[src/design/jbt_pkg.sv]
// ----------------------------------------------------------------------------
// jbt_pkg
// Shared types, constants and byte-class functions of the JSON byte
// tokenizer.
// ----------------------------------------------------------------------------
package jbt_pkg;

   // Default longest stored token text, in bytes.
   localparam int TEXT_MAX_DEF = 63;
   // Widest text length field that any allowed TEXT_MAX needs.
   localparam int LEN_W_MAX = 8;
   localparam int LINE_W = 24;
   localparam logic [LINE_W-1:0] LINE_MAX = '1;
   // Result queue depth; a power of two so that pointers wrap on their own.
   localparam int QUEUE_DEPTH = 4;
   localparam int KW_COUNT = 3;

   // Result kinds.
   localparam logic KIND_TEXT  = 1'b0;
   localparam logic KIND_TOKEN = 1'b1;

   // Keyword candidates.
   localparam logic [1:0] KW_TRUE  = 2'd0;
   localparam logic [1:0] KW_FALSE = 2'd1;
   localparam logic [1:0] KW_NULL  = 2'd2;

   // Characters with a meaning of their own.
   localparam logic [7:0] CHAR_SPACE    = 8'h20;
   localparam logic [7:0] CHAR_TAB      = 8'h09;
   localparam logic [7:0] CHAR_CR       = 8'h0D;
   localparam logic [7:0] CHAR_NEWLINE  = 8'h0A;
   localparam logic [7:0] CHAR_QUOTE    = 8'h22;
   localparam logic [7:0] CHAR_MINUS    = 8'h2D;
   localparam logic [7:0] CHAR_ZERO     = 8'h30;
   localparam logic [7:0] CHAR_NINE     = 8'h39;
   localparam logic [7:0] CHAR_COLON    = 8'h3A;
   localparam logic [7:0] CHAR_COMMA    = 8'h2C;
   localparam logic [7:0] CHAR_LBRACKET = 8'h5B;
   localparam logic [7:0] CHAR_RBRACKET = 8'h5D;
   localparam logic [7:0] CHAR_LBRACE   = 8'h7B;
   localparam logic [7:0] CHAR_RBRACE   = 8'h7D;

   typedef enum logic [3:0] {
      TOK_UNKNOWN      = 4'd0,
      TOK_LBRACKET     = 4'd1,
      TOK_RBRACKET     = 4'd2,
      TOK_LBRACE       = 4'd3,
      TOK_RBRACE       = 4'd4,
      TOK_BOOLEAN      = 4'd5,
      TOK_NULL         = 4'd6,
      TOK_NUMBER       = 4'd7,
      TOK_STRING       = 4'd8,
      TOK_COLON        = 4'd9,
      TOK_COMMA        = 4'd10,
      TOK_END          = 4'd11,
      TOK_UNTERMINATED = 4'd12
   } token_kind_type;

   typedef enum logic [2:0] {
      MODE_IDLE,
      MODE_NUMBER,
      MODE_STRING,
      MODE_WORD,
      MODE_HALTED
   } lex_mode_type;

   // One result word as it sits in the result queue.
   typedef struct packed {
      logic                  result_kind;
      token_kind_type        token_type;
      logic [7:0]            text_byte;
      logic [LEN_W_MAX-1:0]  text_length;
      logic signed [31:0]    number_value;
      logic                  number_clipped;
      logic                  bool_value;
      logic [LINE_W-1:0]     line_number;
      logic                  last;
   } result_type;

   // Results of one processed input word, in order.
   typedef struct packed {
      logic [1:0] count;
      result_type first;
      result_type second;
   } step_out_type;

   // Space, tab, newline, vertical tab, form feed or carriage return.
   function automatic logic is_space(input logic [7:0] b);
      return (b == CHAR_SPACE) || ((b >= CHAR_TAB) && (b <= CHAR_CR));
   endfunction

   function automatic logic is_digit(input logic [7:0] b);
      return (b >= CHAR_ZERO) && (b <= CHAR_NINE);
   endfunction

   // Single-byte punctuation; anything else decodes as unknown.
   function automatic token_kind_type single_token(input logic [7:0] b);
      token_kind_type kind;
      unique case (b)
         CHAR_LBRACKET: kind = TOK_LBRACKET;
         CHAR_RBRACKET: kind = TOK_RBRACKET;
         CHAR_LBRACE:   kind = TOK_LBRACE;
         CHAR_RBRACE:   kind = TOK_RBRACE;
         CHAR_COLON:    kind = TOK_COLON;
         CHAR_COMMA:    kind = TOK_COMMA;
         default:       kind = TOK_UNKNOWN;
      endcase
      return kind;
   endfunction

   // Keyword spelling table.
   function automatic logic [7:0] kw_char(input logic [1:0] k, input logic [2:0] pos);
      logic [7:0] c;
      c = 8'h00;
      case (k)
         KW_TRUE: begin
            case (pos)
               3'd0:    c = 8'h74;   // t
               3'd1:    c = 8'h72;   // r
               3'd2:    c = 8'h75;   // u
               3'd3:    c = 8'h65;   // e
               default: c = 8'h00;
            endcase
         end
         KW_FALSE: begin
            case (pos)
               3'd0:    c = 8'h66;   // f
               3'd1:    c = 8'h61;   // a
               3'd2:    c = 8'h6C;   // l
               3'd3:    c = 8'h73;   // s
               3'd4:    c = 8'h65;   // e
               default: c = 8'h00;
            endcase
         end
         KW_NULL: begin
            case (pos)
               3'd0:    c = 8'h6E;   // n
               3'd1:    c = 8'h75;   // u
               3'd2:    c = 8'h6C;   // l
               3'd3:    c = 8'h6C;   // l
               default: c = 8'h00;
            endcase
         end
         default: c = 8'h00;
      endcase
      return c;
   endfunction

   function automatic logic [2:0] kw_length(input logic [1:0] k);
      logic [2:0] len;
      case (k)
         KW_FALSE: len = 3'd5;
         default:  len = 3'd4;
      endcase
      return len;
   endfunction

endpackage

[src/design/jbt_if.sv]
// ----------------------------------------------------------------------------
// jbt_req_if / jbt_rsp_if
// Valid/ready channels of the JSON byte tokenizer: text bytes in, result
// words out.
// ----------------------------------------------------------------------------
interface jbt_req_if;
   logic       valid;
   logic       ready;
   logic [7:0] data_byte;
   logic       end_of_input;

   modport source (output valid, output data_byte, output end_of_input, input ready);
   modport sink   (input valid, input data_byte, input end_of_input, output ready);
endinterface

interface jbt_rsp_if import jbt_pkg::*; #(
   parameter int LEN_W = $clog2(TEXT_MAX_DEF + 1)
);
   logic               valid;
   logic               ready;
   logic               result_kind;
   logic [3:0]         token_type;
   logic [7:0]         text_byte;
   logic [LEN_W-1:0]   text_length;
   logic signed [31:0] number_value;
   logic               number_clipped;
   logic               bool_value;
   logic [LINE_W-1:0]  line_number;
   logic               last;

   modport source (
      output valid, output result_kind, output token_type, output text_byte,
      output text_length, output number_value, output number_clipped,
      output bool_value, output line_number, output last, input ready
   );
   modport sink (
      input valid, input result_kind, input token_type, input text_byte,
      input text_length, input number_value, input number_clipped,
      input bool_value, input line_number, input last, output ready
   );
endinterface

[src/design/json_byte_tokenizer.sv]
// A word accepted is held in the input register and lexed from there once
// the result queue has room; its results are written into the four-entry
// result queue, whose head drives the result channel. Throughput: one input
// word per cycle while the queue has room; results leave one at a time.
// Reset is synchronous: line 1, no token open.
// ----------------------------------------------------------------------------
// json_byte_tokenizer
// Streaming JSON lexer: input register, lexer step logic and result queue.
// ----------------------------------------------------------------------------
module json_byte_tokenizer import jbt_pkg::*; #(
   parameter int TEXT_MAX = TEXT_MAX_DEF
) (
   input  logic        clock,
   input  logic        reset,
   jbt_req_if.sink     req_chan,
   jbt_rsp_if.source   rsp_chan
);

   localparam int LEN_W = $clog2(TEXT_MAX + 1);

   logic         item_valid_ff, item_valid_in;
   logic [7:0]   byte_ff, byte_in;
   logic         eoi_ff, eoi_in;
   logic         queue_room, step_fire, req_take;
   logic         head_valid;
   step_out_type step_out;
   result_type   head;

   // Input handshake: the held word moves on whenever the queue has room.
   assign step_fire      = item_valid_ff && queue_room;
   assign req_chan.ready = !item_valid_ff || step_fire;
   assign req_take       = req_chan.valid && req_chan.ready;

   always_comb begin : input_next
      item_valid_in = item_valid_ff;
      byte_in       = byte_ff;
      eoi_in        = eoi_ff;
      if (req_take) begin
         item_valid_in = 1'b1;
         byte_in       = req_chan.data_byte;
         eoi_in        = req_chan.end_of_input;
      end else if (step_fire) begin
         item_valid_in = 1'b0;
      end
   end

   // Input register.
   always_ff @(posedge clock) begin
      if (reset) begin
         item_valid_ff <= 1'b0;
      end else begin
         item_valid_ff <= item_valid_in;
      end
   end

   always_ff @(posedge clock) begin
      byte_ff <= byte_in;
      eoi_ff  <= eoi_in;
   end

   jbt_lexer #(
      .TEXT_MAX (TEXT_MAX)
   ) u_lexer (
      .clock        (clock),
      .reset        (reset),
      .step_fire    (step_fire),
      .data_byte    (byte_ff),
      .end_of_input (eoi_ff),
      .step_out     (step_out)
   );

   jbt_rsp_queue u_queue (
      .clock     (clock),
      .reset     (reset),
      .push      (step_out),
      .pop       (rsp_chan.ready),
      .room      (queue_room),
      .not_empty (head_valid),
      .head      (head)
   );

   // Result channel driven from the queue head.
   assign rsp_chan.valid          = head_valid;
   assign rsp_chan.result_kind    = head.result_kind;
   assign rsp_chan.token_type     = 4'(head.token_type);
   assign rsp_chan.text_byte      = head.text_byte;
   assign rsp_chan.text_length    = head.text_length[LEN_W-1:0];
   assign rsp_chan.number_value   = head.number_value;
   assign rsp_chan.number_clipped = head.number_clipped;
   assign rsp_chan.bool_value     = head.bool_value;
   assign rsp_chan.line_number    = head.line_number;
   assign rsp_chan.last           = head.last;

endmodule

[src/design/jbt_lexer.sv]
// ----------------------------------------------------------------------------
// jbt_lexer
// Lexer state and the single-pass step logic: from the registered input word
// and the current state it forms up to two result words and the next state.
// ----------------------------------------------------------------------------
module jbt_lexer import jbt_pkg::*; #(
   parameter int TEXT_MAX = TEXT_MAX_DEF
) (
   input  logic         clock,
   input  logic         reset,
   input  logic         step_fire,
   input  logic [7:0]   data_byte,
   input  logic         end_of_input,
   output step_out_type step_out
);

   localparam int LEN_W = $clog2(TEXT_MAX + 1);
   localparam logic [LEN_W-1:0] TEXT_LIMIT = LEN_W'(TEXT_MAX);
   localparam logic [31:0] LIMIT_POS = 32'h7FFF_FFFF;
   localparam logic [31:0] LIMIT_NEG = 32'h8000_0000;

   lex_mode_type      mode_ff, mode_in;
   logic [LINE_W-1:0] line_ff, line_in;
   logic [LEN_W-1:0]  text_count_ff, text_count_in;
   logic [31:0]       magnitude_ff, magnitude_in;
   logic              negative_ff, negative_in;
   logic              overflow_ff, overflow_in;
   logic [2:0]        kw_match_ff, kw_match_in;
   logic [2:0]        kw_pos_ff, kw_pos_in;

   logic              byte_ws, byte_digit, byte_minus, byte_quote, byte_newline;
   logic              byte_single;
   token_kind_type    single_kind;

   logic              cont, fin_valid, tail_go, tail_valid, store_ok;

   logic [35:0]       times_ten;
   logic [31:0]       limit;
   logic              num_over;
   logic [31:0]       digit_mag;
   logic              digit_ovf;

   logic [2:0]        trk_match_src, trk_pos_src, trk_match, trk_pos;

   result_type        rec_base, rec_store, rec_fin, rec_tail;

   // Byte classes of the current input word.
   assign byte_ws      = is_space(data_byte);
   assign byte_digit   = is_digit(data_byte);
   assign byte_minus   = (data_byte == CHAR_MINUS);
   assign byte_quote   = (data_byte == CHAR_QUOTE);
   assign byte_newline = (data_byte == CHAR_NEWLINE);
   assign single_kind  = single_token(data_byte);
   assign byte_single  = (single_kind != TOK_UNKNOWN);
   assign store_ok     = (text_count_ff < TEXT_LIMIT);

   // Decide whether the byte continues the token, finishes it, and whether it
   // is then handled as a byte between tokens.
   always_comb begin : step_decode
      cont      = 1'b0;
      fin_valid = 1'b0;
      tail_go   = 1'b0;
      unique case (mode_ff)
         MODE_IDLE: tail_go = 1'b1;
         MODE_NUMBER: begin
            cont      = !end_of_input && byte_digit;
            fin_valid = !cont;
            tail_go   = !cont;
         end
         MODE_WORD: begin
            cont      = !(end_of_input || byte_ws || byte_single);
            fin_valid = !cont;
            tail_go   = !cont;
         end
         MODE_STRING: begin
            cont      = !end_of_input && !byte_quote && !byte_newline;
            fin_valid = !cont;
            tail_go   = !end_of_input && byte_newline;
         end
         default: begin
            cont = 1'b0;
         end
      endcase
   end

   // Decimal accumulate with clipping at the signed 32-bit limit.
   assign limit     = negative_ff ? LIMIT_NEG : LIMIT_POS;
   assign times_ten = {1'b0, magnitude_ff, 3'b000} + {3'b000, magnitude_ff, 1'b0}
                    + {32'd0, data_byte[3:0]};
   assign num_over  = (times_ten > {4'd0, limit});
   assign digit_mag = overflow_ff ? magnitude_ff : (num_over ? limit : times_ten[31:0]);
   assign digit_ovf = overflow_ff | num_over;

   // Keyword tracking: a word that starts here begins with all candidates.
   always_comb begin : keyword_track
      trk_match_src = (mode_ff == MODE_WORD) ? kw_match_ff : 3'b111;
      trk_pos_src   = (mode_ff == MODE_WORD) ? kw_pos_ff : 3'd0;
      for (int k = 0; k < KW_COUNT; k++) begin
         trk_match[k] = trk_match_src[k] && (trk_pos_src < kw_length(2'(k)))
                      && (kw_char(2'(k), trk_pos_src) == data_byte);
      end
      trk_pos = (trk_pos_src == 3'd7) ? trk_pos_src : trk_pos_src + 3'd1;
   end

   // Candidate result words.
   always_comb begin : build_records
      rec_base             = '0;
      rec_base.token_type  = TOK_UNKNOWN;
      rec_base.line_number = line_ff;

      // Text byte of a token in progress.
      rec_store             = rec_base;
      rec_store.result_kind = KIND_TEXT;
      rec_store.text_byte   = data_byte;
      if (mode_ff == MODE_NUMBER) begin
         rec_store.token_type = TOK_NUMBER;
      end else if (mode_ff == MODE_STRING) begin
         rec_store.token_type = TOK_STRING;
      end

      // Completed token that the byte ends.
      rec_fin             = rec_base;
      rec_fin.result_kind = KIND_TOKEN;
      rec_fin.text_length = LEN_W_MAX'(text_count_ff);
      case (mode_ff)
         MODE_NUMBER: begin
            // A lone minus has no digits and is not a number.
            if (!(negative_ff && (text_count_ff == LEN_W'(1)))) begin
               rec_fin.token_type     = TOK_NUMBER;
               rec_fin.number_value   = negative_ff ? (~magnitude_ff + 32'd1)
                                                    : magnitude_ff;
               rec_fin.number_clipped = overflow_ff;
            end
         end
         MODE_WORD: begin
            if (kw_match_ff[KW_TRUE] && (kw_pos_ff == 3'd4)) begin
               rec_fin.token_type = TOK_BOOLEAN;
               rec_fin.bool_value = 1'b1;
            end else if (kw_match_ff[KW_FALSE] && (kw_pos_ff == 3'd5)) begin
               rec_fin.token_type = TOK_BOOLEAN;
            end else if (kw_match_ff[KW_NULL] && (kw_pos_ff == 3'd4)) begin
               rec_fin.token_type = TOK_NULL;
            end
         end
         MODE_STRING: begin
            rec_fin.token_type = end_of_input ? TOK_UNTERMINATED : TOK_STRING;
         end
         default: begin
            rec_fin.token_type = TOK_UNKNOWN;
         end
      endcase

      // Result of the byte handled between tokens.
      rec_tail   = rec_base;
      tail_valid = 1'b1;
      if (end_of_input) begin
         rec_tail.result_kind = KIND_TOKEN;
         rec_tail.token_type  = TOK_END;
      end else if (byte_ws || byte_quote) begin
         tail_valid = 1'b0;
      end else if (byte_single) begin
         rec_tail.result_kind = KIND_TOKEN;
         rec_tail.token_type  = single_kind;
         rec_tail.text_byte   = data_byte;
         rec_tail.text_length = LEN_W_MAX'(1);
      end else begin
         rec_tail.result_kind = KIND_TEXT;
         rec_tail.token_type  = (byte_digit || byte_minus) ? TOK_NUMBER : TOK_UNKNOWN;
         rec_tail.text_byte   = data_byte;
      end
   end

   // Order the results of this step and mark the last one.
   always_comb begin : assemble
      step_out.count  = 2'd0;
      step_out.first  = rec_base;
      step_out.second = rec_base;
      if (cont) begin
         step_out.first      = rec_store;
         step_out.first.last = 1'b1;
         step_out.count      = store_ok ? 2'd1 : 2'd0;
      end else if (fin_valid && tail_go && tail_valid) begin
         step_out.first       = rec_fin;
         step_out.second      = rec_tail;
         step_out.second.last = 1'b1;
         step_out.count       = 2'd2;
      end else if (fin_valid) begin
         step_out.first      = rec_fin;
         step_out.first.last = 1'b1;
         step_out.count      = 2'd1;
      end else if (tail_go && tail_valid) begin
         step_out.first      = rec_tail;
         step_out.first.last = 1'b1;
         step_out.count      = 2'd1;
      end
      if (!step_fire) begin
         step_out.count = 2'd0;
      end
   end

   // Next lexer mode.
   always_comb begin : next_mode
      mode_in = mode_ff;
      if (step_fire && !cont) begin
         if ((mode_ff == MODE_STRING) && !tail_go) begin
            mode_in = end_of_input ? MODE_HALTED : MODE_IDLE;
         end else if (tail_go) begin
            if (end_of_input || byte_ws || byte_single) begin
               mode_in = MODE_IDLE;
            end else if (byte_digit || byte_minus) begin
               mode_in = MODE_NUMBER;
            end else if (byte_quote) begin
               mode_in = MODE_STRING;
            end else begin
               mode_in = MODE_WORD;
            end
         end
      end
   end

   // Next token data and line count.
   always_comb begin : next_data
      line_in       = line_ff;
      text_count_in = text_count_ff;
      magnitude_in  = magnitude_ff;
      negative_in   = negative_ff;
      overflow_in   = overflow_ff;
      kw_match_in   = kw_match_ff;
      kw_pos_in     = kw_pos_ff;
      if (step_fire) begin
         if (cont) begin
            if (store_ok) begin
               text_count_in = text_count_ff + LEN_W'(1);
            end
            if (mode_ff == MODE_NUMBER) begin
               magnitude_in = digit_mag;
               overflow_in  = digit_ovf;
            end
            if (mode_ff == MODE_WORD) begin
               kw_match_in = trk_match;
               kw_pos_in   = trk_pos;
            end
         end else if (tail_go && !end_of_input) begin
            if (byte_newline && (line_ff != LINE_MAX)) begin
               line_in = line_ff + LINE_W'(1);
            end
            if (byte_ws || byte_single) begin
               text_count_in = text_count_ff;
            end else if (byte_digit || byte_minus) begin
               text_count_in = LEN_W'(1);
               magnitude_in  = byte_digit ? {28'd0, data_byte[3:0]} : 32'd0;
               overflow_in   = 1'b0;
               negative_in   = byte_minus;
            end else if (byte_quote) begin
               text_count_in = '0;
            end else begin
               text_count_in = LEN_W'(1);
               kw_match_in   = trk_match;
               kw_pos_in     = trk_pos;
            end
         end
      end
   end

   // State registers.
   always_ff @(posedge clock) begin
      if (reset) begin
         mode_ff       <= MODE_IDLE;
         line_ff       <= LINE_W'(1);
         text_count_ff <= '0;
         magnitude_ff  <= '0;
         negative_ff   <= 1'b0;
         overflow_ff   <= 1'b0;
         kw_match_ff   <= 3'b111;
         kw_pos_ff     <= 3'd0;
      end else begin
         mode_ff       <= mode_in;
         line_ff       <= line_in;
         text_count_ff <= text_count_in;
         magnitude_ff  <= magnitude_in;
         negative_ff   <= negative_in;
         overflow_ff   <= overflow_in;
         kw_match_ff   <= kw_match_in;
         kw_pos_ff     <= kw_pos_in;
      end
   end

endmodule

[src/design/jbt_rsp_queue.sv]
// ----------------------------------------------------------------------------
// jbt_rsp_queue
// Small result queue: takes up to two result words per cycle from the lexer
// and hands out one per cycle on the result channel while it is ready.
// ----------------------------------------------------------------------------
module jbt_rsp_queue import jbt_pkg::*; (
   input  logic         clock,
   input  logic         reset,
   input  step_out_type push,
   input  logic         pop,
   output logic         room,
   output logic         not_empty,
   output result_type   head
);

   localparam int PTR_W = $clog2(QUEUE_DEPTH);
   localparam int CNT_W = PTR_W + 1;

   result_type       entries_ff [QUEUE_DEPTH];
   logic [PTR_W-1:0] wr_ptr_ff, wr_ptr_in;
   logic [PTR_W-1:0] rd_ptr_ff, rd_ptr_in;
   logic [CNT_W-1:0] count_ff, count_in;
   logic             do_pop;

   // Status toward the lexer and the result channel.
   assign not_empty = (count_ff != '0);
   assign room      = (count_ff <= CNT_W'(QUEUE_DEPTH - 2));
   assign do_pop    = pop && not_empty;
   assign head      = entries_ff[rd_ptr_ff];

   // Pointer and fill updates.
   always_comb begin : next_pointers
      wr_ptr_in = wr_ptr_ff + PTR_W'(push.count);
      rd_ptr_in = rd_ptr_ff + PTR_W'(do_pop);
      count_in  = count_ff + CNT_W'(push.count) - CNT_W'(do_pop);
   end

   // Entry storage.
   always_ff @(posedge clock) begin
      if (push.count != 2'd0) begin
         entries_ff[wr_ptr_ff] <= push.first;
      end
      if (push.count == 2'd2) begin
         entries_ff[wr_ptr_ff + PTR_W'(1)] <= push.second;
      end
   end

   // Control registers.
   always_ff @(posedge clock) begin
      if (reset) begin
         wr_ptr_ff <= '0;
         rd_ptr_ff <= '0;
         count_ff  <= '0;
      end else begin
         wr_ptr_ff <= wr_ptr_in;
         rd_ptr_ff <= rd_ptr_in;
         count_ff  <= count_in;
      end
   end

endmodule

[src/flat_wrapper.sv]
// flat-port wrapper written by rule: the top's interface ports become plain ports
module json_byte_tokenizer_flat import jbt_pkg::*;
#(
   parameter int TEXT_MAX = TEXT_MAX_DEF
)
  (clock, reset, req_chan_valid, req_chan_data_byte, req_chan_end_of_input, req_chan_ready, rsp_chan_valid, rsp_chan_result_kind, rsp_chan_token_type, rsp_chan_text_byte, rsp_chan_text_length, rsp_chan_number_value, rsp_chan_number_clipped, rsp_chan_bool_value, rsp_chan_line_number, rsp_chan_last, rsp_chan_ready);
  jbt_req_if req_chan_i ();
  jbt_rsp_if rsp_chan_i ();
  input  logic clock;
  input  logic reset;
  input wire logic [$bits(req_chan_i.valid)-1:0] req_chan_valid;
  input wire logic [$bits(req_chan_i.data_byte)-1:0] req_chan_data_byte;
  input wire logic [$bits(req_chan_i.end_of_input)-1:0] req_chan_end_of_input;
  output wire logic [$bits(req_chan_i.ready)-1:0] req_chan_ready;
  output wire logic [$bits(rsp_chan_i.valid)-1:0] rsp_chan_valid;
  output wire logic [$bits(rsp_chan_i.result_kind)-1:0] rsp_chan_result_kind;
  output wire logic [$bits(rsp_chan_i.token_type)-1:0] rsp_chan_token_type;
  output wire logic [$bits(rsp_chan_i.text_byte)-1:0] rsp_chan_text_byte;
  output wire logic [$bits(rsp_chan_i.text_length)-1:0] rsp_chan_text_length;
  output wire logic [$bits(rsp_chan_i.number_value)-1:0] rsp_chan_number_value;
  output wire logic [$bits(rsp_chan_i.number_clipped)-1:0] rsp_chan_number_clipped;
  output wire logic [$bits(rsp_chan_i.bool_value)-1:0] rsp_chan_bool_value;
  output wire logic [$bits(rsp_chan_i.line_number)-1:0] rsp_chan_line_number;
  output wire logic [$bits(rsp_chan_i.last)-1:0] rsp_chan_last;
  input wire logic [$bits(rsp_chan_i.ready)-1:0] rsp_chan_ready;
  assign req_chan_i.valid = req_chan_valid;
  assign req_chan_i.data_byte = req_chan_data_byte;
  assign req_chan_i.end_of_input = req_chan_end_of_input;
  assign req_chan_ready = req_chan_i.ready;
  assign rsp_chan_valid = rsp_chan_i.valid;
  assign rsp_chan_result_kind = rsp_chan_i.result_kind;
  assign rsp_chan_token_type = rsp_chan_i.token_type;
  assign rsp_chan_text_byte = rsp_chan_i.text_byte;
  assign rsp_chan_text_length = rsp_chan_i.text_length;
  assign rsp_chan_number_value = rsp_chan_i.number_value;
  assign rsp_chan_number_clipped = rsp_chan_i.number_clipped;
  assign rsp_chan_bool_value = rsp_chan_i.bool_value;
  assign rsp_chan_line_number = rsp_chan_i.line_number;
  assign rsp_chan_last = rsp_chan_i.last;
  assign rsp_chan_i.ready = rsp_chan_ready;
  json_byte_tokenizer #(.TEXT_MAX(TEXT_MAX)) u_core (.clock(clock), .reset(reset), .req_chan(req_chan_i), .rsp_chan(rsp_chan_i));
endmodule
[config.mk]
export PLATFORM = sky130hd
export DESIGN_NAME = json_byte_tokenizer_flat
export DESIGN_NICKNAME = d
export VERILOG_FILES = /design/src/design/jbt_pkg.sv /design/src/design/jbt_if.sv /design/src/design/json_byte_tokenizer.sv /design/src/design/jbt_lexer.sv /design/src/design/jbt_rsp_queue.sv /design/src/flat_wrapper.sv
export SDC_FILE = /design/constraint.sdc
export NUM_CORES = 1
export LEC_CHECK = 0
export BUFFER_PORTS_ARGS = -buffer_cell sky130_fd_sc_hd__buf_2
export CORE_UTILIZATION = 25
export CTS_CLUSTER_DIAMETER = 100
export DETAILED_ROUTE_END_ITERATION = 16
export PLACE_DENSITY = 0.5
export SLEW_MARGIN = 0
export SYNTH_ARGS = -nofsm -noshare
export SYNTH_HDL_FRONTEND = slang
export SYNTH_HIERARCHICAL = 1
export SYNTH_SLANG_ARGS = --single-unit
export TNS_END_PERCENT = 20
[constraint.sdc]
create_clock -name clock -period 16.9 [get_ports clock]
set_clock_uncertainty 0.15 [all_clocks]
set_input_delay 2.535 -clock clock [delete_from_list [all_inputs] [get_ports clock]]
set_output_delay 2.535 -clock clock [all_outputs]
set_load 0.03 [all_outputs]
==> results of run 1 <==
[layout by cell type (no fill, tap or decap), types with 6 or more instances in the layout]
| master | n |
|---|---|
| a211oi_1 | 11 |
| a21o_1 | 13 |
| a21oi_1 | 67 |
| a221o_1 | 32 |
| a31oi_1 | 7 |
| and2_1 | 19 |
| and3_1 | 15 |
| buf_2 | 92 |
| buf_4 | 28 |
| clkbuf_1 | 8 |
| clkbuf_16 | 43 |
| clkinv_1 | 10 |
| clkinv_2 | 7 |
| conb_1 | 39 |
| dfxtp_1 | 78 |
| edfxtp_1 | 321 |
| ha_1 | 106 |
| inv_1 | 28 |
| mux2_1 | 8 |
| mux2_2 | 306 |
| mux2i_1 | 9 |
| mux4_2 | 78 |
| nand2_1 | 73 |
| nand2b_1 | 9 |
| nand3_1 | 24 |
| nand4_1 | 30 |
| nor2_1 | 131 |
| nor2b_1 | 18 |
| nor3_1 | 20 |
| nor4_1 | 17 |
| o211ai_1 | 6 |
| o21a_1 | 8 |
| o21ai_0 | 56 |
| o31ai_1 | 10 |
| or3_1 | 12 |
| or4_1 | 8 |
| xnor2_1 | 34 |
| xor2_1 | 55 |
[state kept, by name (all words and copies together), names as in the netlist, 2 cells and up]
| signal | cells |
|---|---|
| u_core/u_lexer/magnitude_ff | 32 |
| u_core/u_lexer/line_ff | 24 |
| u_core/u_queue/rd_ptr_ff | 2 |
| u_core/u_lexer/kw_pos_ff | 3 |
| u_core/u_lexer/kw_match_ff | 3 |
| u_core/u_queue/entries_ff | 312 |
| u_core/byte_ff | 8 |
| u_core/u_lexer/mode_ff | 3 |
| u_core/u_lexer/text_count_ff | 6 |
| u_core/u_queue/wr_ptr_ff | 2 |
| u_core/u_queue/count_ff | 3 |
[power by group]
group | total, mW | switching, mW | internal (mW)
clock network | 0.943 | 0.404 | 0.539
registers | 1.18 | 0.0427 | 1.14
logic | 0.626 | 0.397 | 0.229
[metrics by stage]
stage	area, µm²	utilization, %	worst slack [ps]	hold slack [ps]
global placement	25400	26.7	10370	343
global route	26800	28.1	9750	387
floorplan	24300	-	7790	330
detailed placement	25400	26.7	10190	352
CTS	26800	28.1	10150	358
finish	26800	28.1	10150	350
[final cells by class]
class | count | share of cell area, %
inverters | 29 | 0.406
well taps | 1265 | 5.91
flip-flops and latches | 402 | 42.1
multi-input cells | 1312 | 43.9
repair buffers | 120 | 2.50
clock inverters | 25 | 0.925
diodes | 1 | 0.00934
clock buffers | 53 | 4.23
[per-layer routing]
| layer | part of all wire, % | global-route usage [%] | vias to the layer above | wire length (µm) |
|---|---|---|---|---|
| li1 | - | - | 7240 | - |
| met1 | 45 | 16.5 | 7800 | 28400 |
| met2 | 49 | 21.7 | 278 | 30800 |
| met3 | 4.2 | 2.02 | 84 | 2640 |
| met4 | 2.0 | 3.49 | 8 | 1270 |
| met5 | 0.076 | 0 | - | 48 |
[worst paths after layout]
| path | from | to | cells past startpoint |
|---|---|---|---|
| max | u_core/byte_ff[0] | u_core/u_queue/entries_ff[3][47] | 13 |
| min | u_core/item_valid_ff | u_core/item_valid_ff | 2 |
| max reg2reg | u_core/byte_ff[0] | u_core/u_queue/entries_ff[3][47] | 13 |
| min reg2reg | u_core/item_valid_ff | u_core/item_valid_ff | 2 |
[worst min-delay path, delay by kind of cell (launching register included)]
| kind | cells | cell delay, ps |
|---|---|---|
| flops | 1 | 330 |
| simple gates | 1 | 80 |
| compound gates | 1 | 50 |
==> reports/metrics.yaml, run 1 <==
status: "completed"
cp_slowest_cell: "nor4bb_4"
critPathLaunchType: "flop"
nFillCells: 9747
post_cts_resized: 0
wl_per_cell_um: 19.7
drc: 0
fin_crit_ps: 6750
cts_setup_buffers: 0
min_period_over_period_pct: 39.9
grt_max_degree: 60
start_util_pct: 25.3
clk_latency_ps: 590
die_w_um: 313
wl_um: 63100
initialDrtViolationCount: 1014
multi_input_area_um2: 11800
grt_first_pass_wirelength_um: 96500
grt-ovfl-total: 0
dieArea_um2: 97700
place_inst: 3128
tritoncts: "done"
tns_ps: 0
pin_count: 93
layout-drive-gt1-share_pct: 30.9
synthCells: 1898
dpl.hpwl_um: 41200
cp_common_cell: "buf_4"
finalHoldViolCount: 0
irDropWorstVdd_mv: 0.0695
ff_latch_area_um2: 11300
cts_buffer_depth: 3
worstPathRequired_ps: 17070
die_y_um: 313
critical_path.cell_chain: "or3b_1 > a2111oi_0 > o21a_1 > or3_1 > o22ai_1 > a211oi_2 > buf_4 > nand2_1 > nor2_1 > nor4bb_4 > buf_4 > buf_4 > mux2_2"
path_delay_family: "simple AND/OR/NAND/NOR gates"
crit_type: "reg2reg"
grt_pass1_vias: 16000
critPathCaptureType: "flop"
slew_headroom_pct: 19.3
worst-path-buf-inv: 3
track_usage_pct: 12.7
dr.pass1.iters: 7
p_total_mw: 2.75
final_nets: 2030
setup_violations: 0
gp_congestion: 0.843
stdcell_count: 3207
clkSinkCount: 402
htreeDepth: 2
cts-root-buf: "clkbuf_16"
netlist_area_um2: 24100
pwr_density_cell_nw_per_um2: 103
tightest_slew_ps: 1210
numPortBuffers: 92
drtAntennaViolNets: 0
cpPeakStageDelay_ps: 960
yosysWarnings: 6
antenna_found_initial: 8
rrSetupSlack_ps: 10150
syn_area_per_cell_um2: 12.7
p_leak_nw: 9.79
areaGrowthSynthToFinish_pct: 11.0
cts_hold_buf: 0
core_um2: 95300
crit_fanout: 41
hp-class: "reg2reg"
vias: 15400
maxSlewViolCount: 0
cts_buffers: 43
max_freq_ghz: 0.148
rsz0062_at_grt: "no"
drv_cap: 0
vias_per_cell: 4.81
cp.arrival_ps: 6920
clkTransAtPathRegs_ps: 60
fp-row-count: 113
(Power assumes the default switching activity.)
==> run 2, diff against run 1 <==
- ABC_AREA: not set -> 1
- PLACE_DENSITY: 0.5 -> 0.51
- clock period: 16.9 -> 5.85 ns (I/O delays scaled with it)
==> reports/metrics.yaml, run 2 <==
largest_reg_flops: 312
drc: 0
cts_hold_buf: 0
dieArea_um2: 104000
yosysWarnings: 6
die_w_um: 322
regMostFlops: "u_core/u_queue/entries_ff"
cp.arrival_ps: 5100
gp_congestion: 0.876
vias: 21000
cts_setup_buffers: 0
p_total_mw: 8.58
dr.pass1.iters: 5
synthCells: 3230
finalHoldViolCount: 0
numPortBuffers: 92
top_regs: "u_core/u_queue/entries_ff x312, u_core/u_lexer/magnitude_ff x32, u_core/u_lexer/line_ff x24"
slew_headroom_pct: 36.5
stdcell_count: 4572
nFillCells: 10900
maxSlewViolCount: 0
antenna_found_initial: 11
core_um2: 101000
pwr_density_cell_nw_per_um2: 306
crit_type: "reg2reg"
netlist_area_um2: 25600
dpl.hpwl_um: 49100
grt_first_pass_wirelength_um: 115000
grt-ovfl-total: 0
critPathLaunchType: "flop"
syn_area_per_cell_um2: 7.92
layout-drive-gt1-share_pct: 7.53
crit_fanout: 31
clkTransAtPathRegs_ps: 60
grt_max_degree: 157
rsz0062_at_grt: "no"
wl_per_cell_um: 16.1
min_period_over_period_pct: 80.9
max_freq_ghz: 0.211
htreeDepth: 2
tritoncts: "done"
wl_um: 73500
clk_latency_ps: 590
setup_violations: 0
post-route-util_pct: 27.8
clkSinkCount: 402
drv_cap: 0
fin_crit_ps: 4730
drtAntennaViolNets: 0
p_leak_nw: 11.0
status: "completed"
tns_ps: 0
initialDrtViolationCount: 1332
cpPeakStageDelay_ps: 580
final_cell_mix: "nand2_1 (704), o21ai_0 (395), nor2_1 (357)"
vias_per_cell: 4.60
irDropWorstVdd_mv: 0.198
ff_latch_area_um2: 11300
grt_pass1_vias: 19800
start_util_pct: 25.4
hp-class: "in2reg"
place_inst: 4492
pin_count: 93
cts-root-buf: "clkbuf_16"
tightest_slew_ps: 952
die_y_um: 322
critical_path.cell_chain: "fa_1 > fa_1 > nand3_1 > nand2_1 > nand2_1 > nand2_1 > nand2_1 > nand2_1 > xnor2_1 > inv_1 > ha_1 > nand2_1 > nor2_1 > nand2_1 > nor4b_1 > nand2_1 > nand2_1 > nand3_1 > nand2_1 > buf_4 > nand3_1 > a21oi_1"
cp_slowest_cell: "fa_1"
final_nets: 3302
fp-row-count: 116
post_cts_resized: 0
worstPathRequired_ps: 6220
track_usage_pct: 14.1
cts_buffers: 43
multi_input_area_um2: 11800
critPathCaptureType: "flop"
layout_commonest_cell: "nand2_1"
areaGrowthSynthToFinish_pct: 9.65
cts_buffer_depth: 3
cp_common_cell: "nand2_1"
## run 2: cell count changes in the layout (fill, tap and decap cells not counted), moves of 131 or more
cell	previous run	this run
nand2_1	73	704
inv_1	28	285
mux2_2	306	0
nor2_1	131	357
o21ai_0	56	395
o21ai_1	0	131
## run 2: final cells by class
class,count,share of cell area (%)
repair buffers,119,2.77
well taps,1357,6.05
diodes,1,0.00892
clock inverters,18,0.567
inverters,300,4.02
multi-input cells,2314,42.2
clock buffers,61,4.18
flip-flops and latches,402,40.2
## run 2: power by group
| part | total [mW] | internal, mW | switching [mW] | leakage (nW) |
|---|---|---|---|---|
| registers | 3.47 | 3.36 | 0.109 | 3.78 |
| clock network | 2.66 | 1.50 | 1.16 | 0.653 |
| logic | 2.45 | 0.597 | 1.85 | 6.56 |
## run 2: path summary, 6_finish.rpt
path / cells past startpoint / slack (ps) / to / from
setup / recovery: 22 / 1120 / u_core/u_lexer/magnitude_ff[28] / u_core/byte_ff[3]
hold / removal: 1 / 330 / u_core/byte_ff[3] / req_chan_data_byte[3]
setup reg to reg: 22 / 1120 / u_core/u_lexer/magnitude_ff[28] / u_core/byte_ff[3]
hold reg to reg: 2 / 340 / u_core/u_lexer/kw_pos_ff[2] / u_core/u_lexer/kw_pos_ff[2]
## run 2: metrics by stage
step	hold slack [ps]	instance area, µm²	setup slack [ps]
finish	327	28000	1120
floorplan	287	25700	821
global route	299	28000	687
detailed placement	330	26700	1140
global placement	326	26700	1110
CTS	290	28000	1120
## run 2: worst max-delay path: cells and delay by family (launching register included)
family / cells / cell delay (ps)
simple gates: 15 / 1840
fa+ha+maj: 3 / 1320
buf+inv: 2 / 400
flops: 1 / 530
xor+xnor: 1 / 270
compound gates: 1 / 150
## run 2: layer usage
| metal | routed length [µm] | global-route usage [%] | vias to the layer above | share of wire, % |
|---|---|---|---|---|
| li1 | - | - | 10700 | - |
| met1 | 34400 | 19.0 | 9699 | 47 |
| met2 | 33500 | 22.9 | 452 | 46 |
| met3 | 3590 | 2.23 | 114 | 4.9 |
| met4 | 1960 | 4.31 | 12 | 2.7 |
| met5 | 69 | 0 | - | 0.094 |
==> run 3, diff against run 2 <==
- PLACE_DENSITY: 0.51 -> 0.5
- clock period: 5.85 -> 4.75 ns (I/O delays scaled with it)
==> reports/metrics.yaml, run 3 (synthesis gave the netlist of run 2 again) <==
clk_latency_ps: 600
hp-class: "in2reg"
crit_fanout: 15
clkPwrFrac_pct: 32.2
endpoint: "u_core/u_lexer/magnitude_ff[26]"
post-route-util_pct: 28.4
seq_power_share_pct: 39.5
htreeDepth: 2
start_util_pct: 25.4
maxSlewViolCount: 0
grt-ovfl-total: 0
wl_per_cell_um: 16.5
p_total_mw: 10.9
grt_first_pass_wirelength_um: 118000
min_period_over_period_pct: 91.3
slew_headroom_pct: 34.8
r2r_cells: 27
cts_buffer_depth: 3
pin_count: 93
max_freq_ghz: 0.230
r2r_end: "u_core/u_lexer/magnitude_ff[26]"
gp_congestion: 0.868
p_sw_mw: 3.92
grt_pass1_vias: 20100
setup_violations: 0
fp-row-count: 116
numPortBuffers: 92
p_comb_share_pct: 28.3
fin_crit_ps: 4340
stdcell_count: 4610
initialDrtViolationCount: 1502
cp.arrival_ps: 4630
areaGrowthSynthToFinish_pct: 11.9
track_usage_pct: 14.5
final_nets: 3340
vias_per_cell: 4.63
clkSinkCount: 402
dieArea_um2: 104000
layout-drive-gt1-share_pct: 9.07
place_inst: 4528
drc: 0
rrSetupSlack_ps: 410
critPathLaunchType: "flop"
clkTransAtPathRegs_ps: 60
wl_um: 76100
die_w_um: 322
crit_type: "reg2reg"
irDropWorstVdd_mv: 0.240
top_usage_layer: "met2"
use_met3_pct: 1.71
swShare_pct: 36.1
tightest_slew_ps: 977
p_int_mw: 6.95
tritoncts: "done"
dpl.hpwl_um: 51100
drv_cap: 0
die_y_um: 322
use_met2_pct: 23.8
pwr_density_cell_nw_per_um2: 380
finalHoldViolCount: 0
cts_hold_buf: 0
dr.pass1.iters: 5
rsz0062_at_grt: "no"
drtAntennaViolNets: 0
crit_path_start: "u_core/byte_ff[3]"
final_cell_mix: "nand2_1 (702), o21ai_0 (395), nor2_1 (357)"
critPathCaptureType: "flop"
nFillCells: 10900
grt_util_met1_pct: 20.4
diodes: 0
largest_reg_flops: 312
grt_max_degree: 157
core_um2: 101000
top_regs: "u_core/u_queue/entries_ff x312, u_core/u_lexer/magnitude_ff x32, u_core/u_lexer/line_ff x24"
cts-root-buf: "clkbuf_16"
worstPathRequired_ps: 5050
p_leak_nw: 11.3
regMostFlops: "u_core/u_queue/entries_ff"
layout_commonest_cell: "nand2_1"
cts_buffers: 44
antenna_found_initial: 1
r2r_start: "u_core/byte_ff[3]"
status: "completed"
vias: 21300
-- run 3: changes by cell type in the layout (fill, tap and decap cells not counted), moves of 3 or more --
| cell | previous run | this run |
|---|---|---|
| xnor2_1 | 24 | 20 |
| buf_12 | 9 | 19 |
| buf_4 | 18 | 43 |
| bufinv_16 | 2 | 5 |
| a21oi_2 | 1 | 5 |
| a21oi_1 | 123 | 119 |
| xnor2_2 | 0 | 4 |
-- run 3: how the worst min path moves through the flow --
stage / to / cells after the start / start
3_5_place_dp: u_core/u_lexer/kw_pos_ff[2] / 2 / u_core/u_lexer/kw_pos_ff[2]
6_report: u_core/byte_ff[3] / 1 / req_chan_data_byte[3]
4_1_cts: u_core/byte_ff[3] / 1 / req_chan_data_byte[3]
3_3_place_gp: u_core/u_lexer/kw_pos_ff[2] / 2 / u_core/u_lexer/kw_pos_ff[2]
5_1_grt: u_core/byte_ff[3] / 1 / req_chan_data_byte[3]
2_1_floorplan: u_core/u_lexer/overflow_ff / 2 / u_core/u_lexer/overflow_ff
-- run 3: worst max-delay path, stage by stage, from the launching register on --
cell      delay (ps)
edfxtp_1         420
fa_1             540
fa_1             470
nand3_1          100
nand2_1          110
nand2_1           80
nand2_1           90
nand2_1           80
nand2_1          160
xnor2_2          240
inv_1             70
ha_1             270
nand2_1           40
nor2_1           120
nand2_1          130
nor2_1           120
nand2_1           60
nand3_1           90
nand2_1           50
nand2_1           60
nand2_1           40
nand2_1           50
nand2_1           80
nand3_1          150
nand2_2           90
buf_6            180
nand3_1           90
a21oi_1           70
-- run 3: per-layer routing --
layer / up-vias / share of wire, % / wire [µm]
li1: 10800 / - / -
met1: 10000 / 49 / 37000
met2: 417 / 46 / 34700
met3: 70 / 4.2 / 3230
met4: 0 / 1.6 / 1220
met5: - / 0 / 0
-- run 3: layout make-up --
class / count / area (µm²) / share of cell area, %
clock inverter: 20 / 267 / 0.931
timing repair buffer: 156 / 1190 / 4.14
inverter: 300 / 1130 / 3.94
clock buffer: 61 / 1170 / 4.10
tap: 1357 / 1700 / 5.93
multi-input combinational: 2314 / 11900 / 41.6
sequential: 402 / 11300 / 39.4
-- run 3: what timing repair did --
action | 4_1_cts | 5_1_grt
endpoints found under the setup margin | 0 | 32
gates resized for setup | 0 | 14
buffers inserted | 0 | 1
-- run 3: through the flow --
stage / area (µm²) / hold WS (ps) / setup slack (ps) / setup TNS, ps
4_1_cts: 28600 / 109 / 321 / 0
6_report: 28600 / 148 / 411 / 0
5_1_grt: 28600 / 126 / 3.09 / 0
3_5_place_dp: 27100 / 329 / 347 / 0
2_1_floorplan: 25700 / 287 / -7.20 / -562
3_3_place_gp: 27100 / 325 / 361 / 0
-- run 3: power by group through the flow --
stage | Combinational [mW] | Sequential (mW) | Clock [mW]
3_3_place_gp | 3.13 | 4.37 | 0
2_1_floorplan | 2.08 | 4.30 | 0
4_1_cts | 3.14 | 4.30 | 3.59
5_1_grt | 3.36 | 4.33 | 3.73
6_report | 3.08 | 4.30 | 3.50
3_5_place_dp | 3.13 | 4.38 | 0
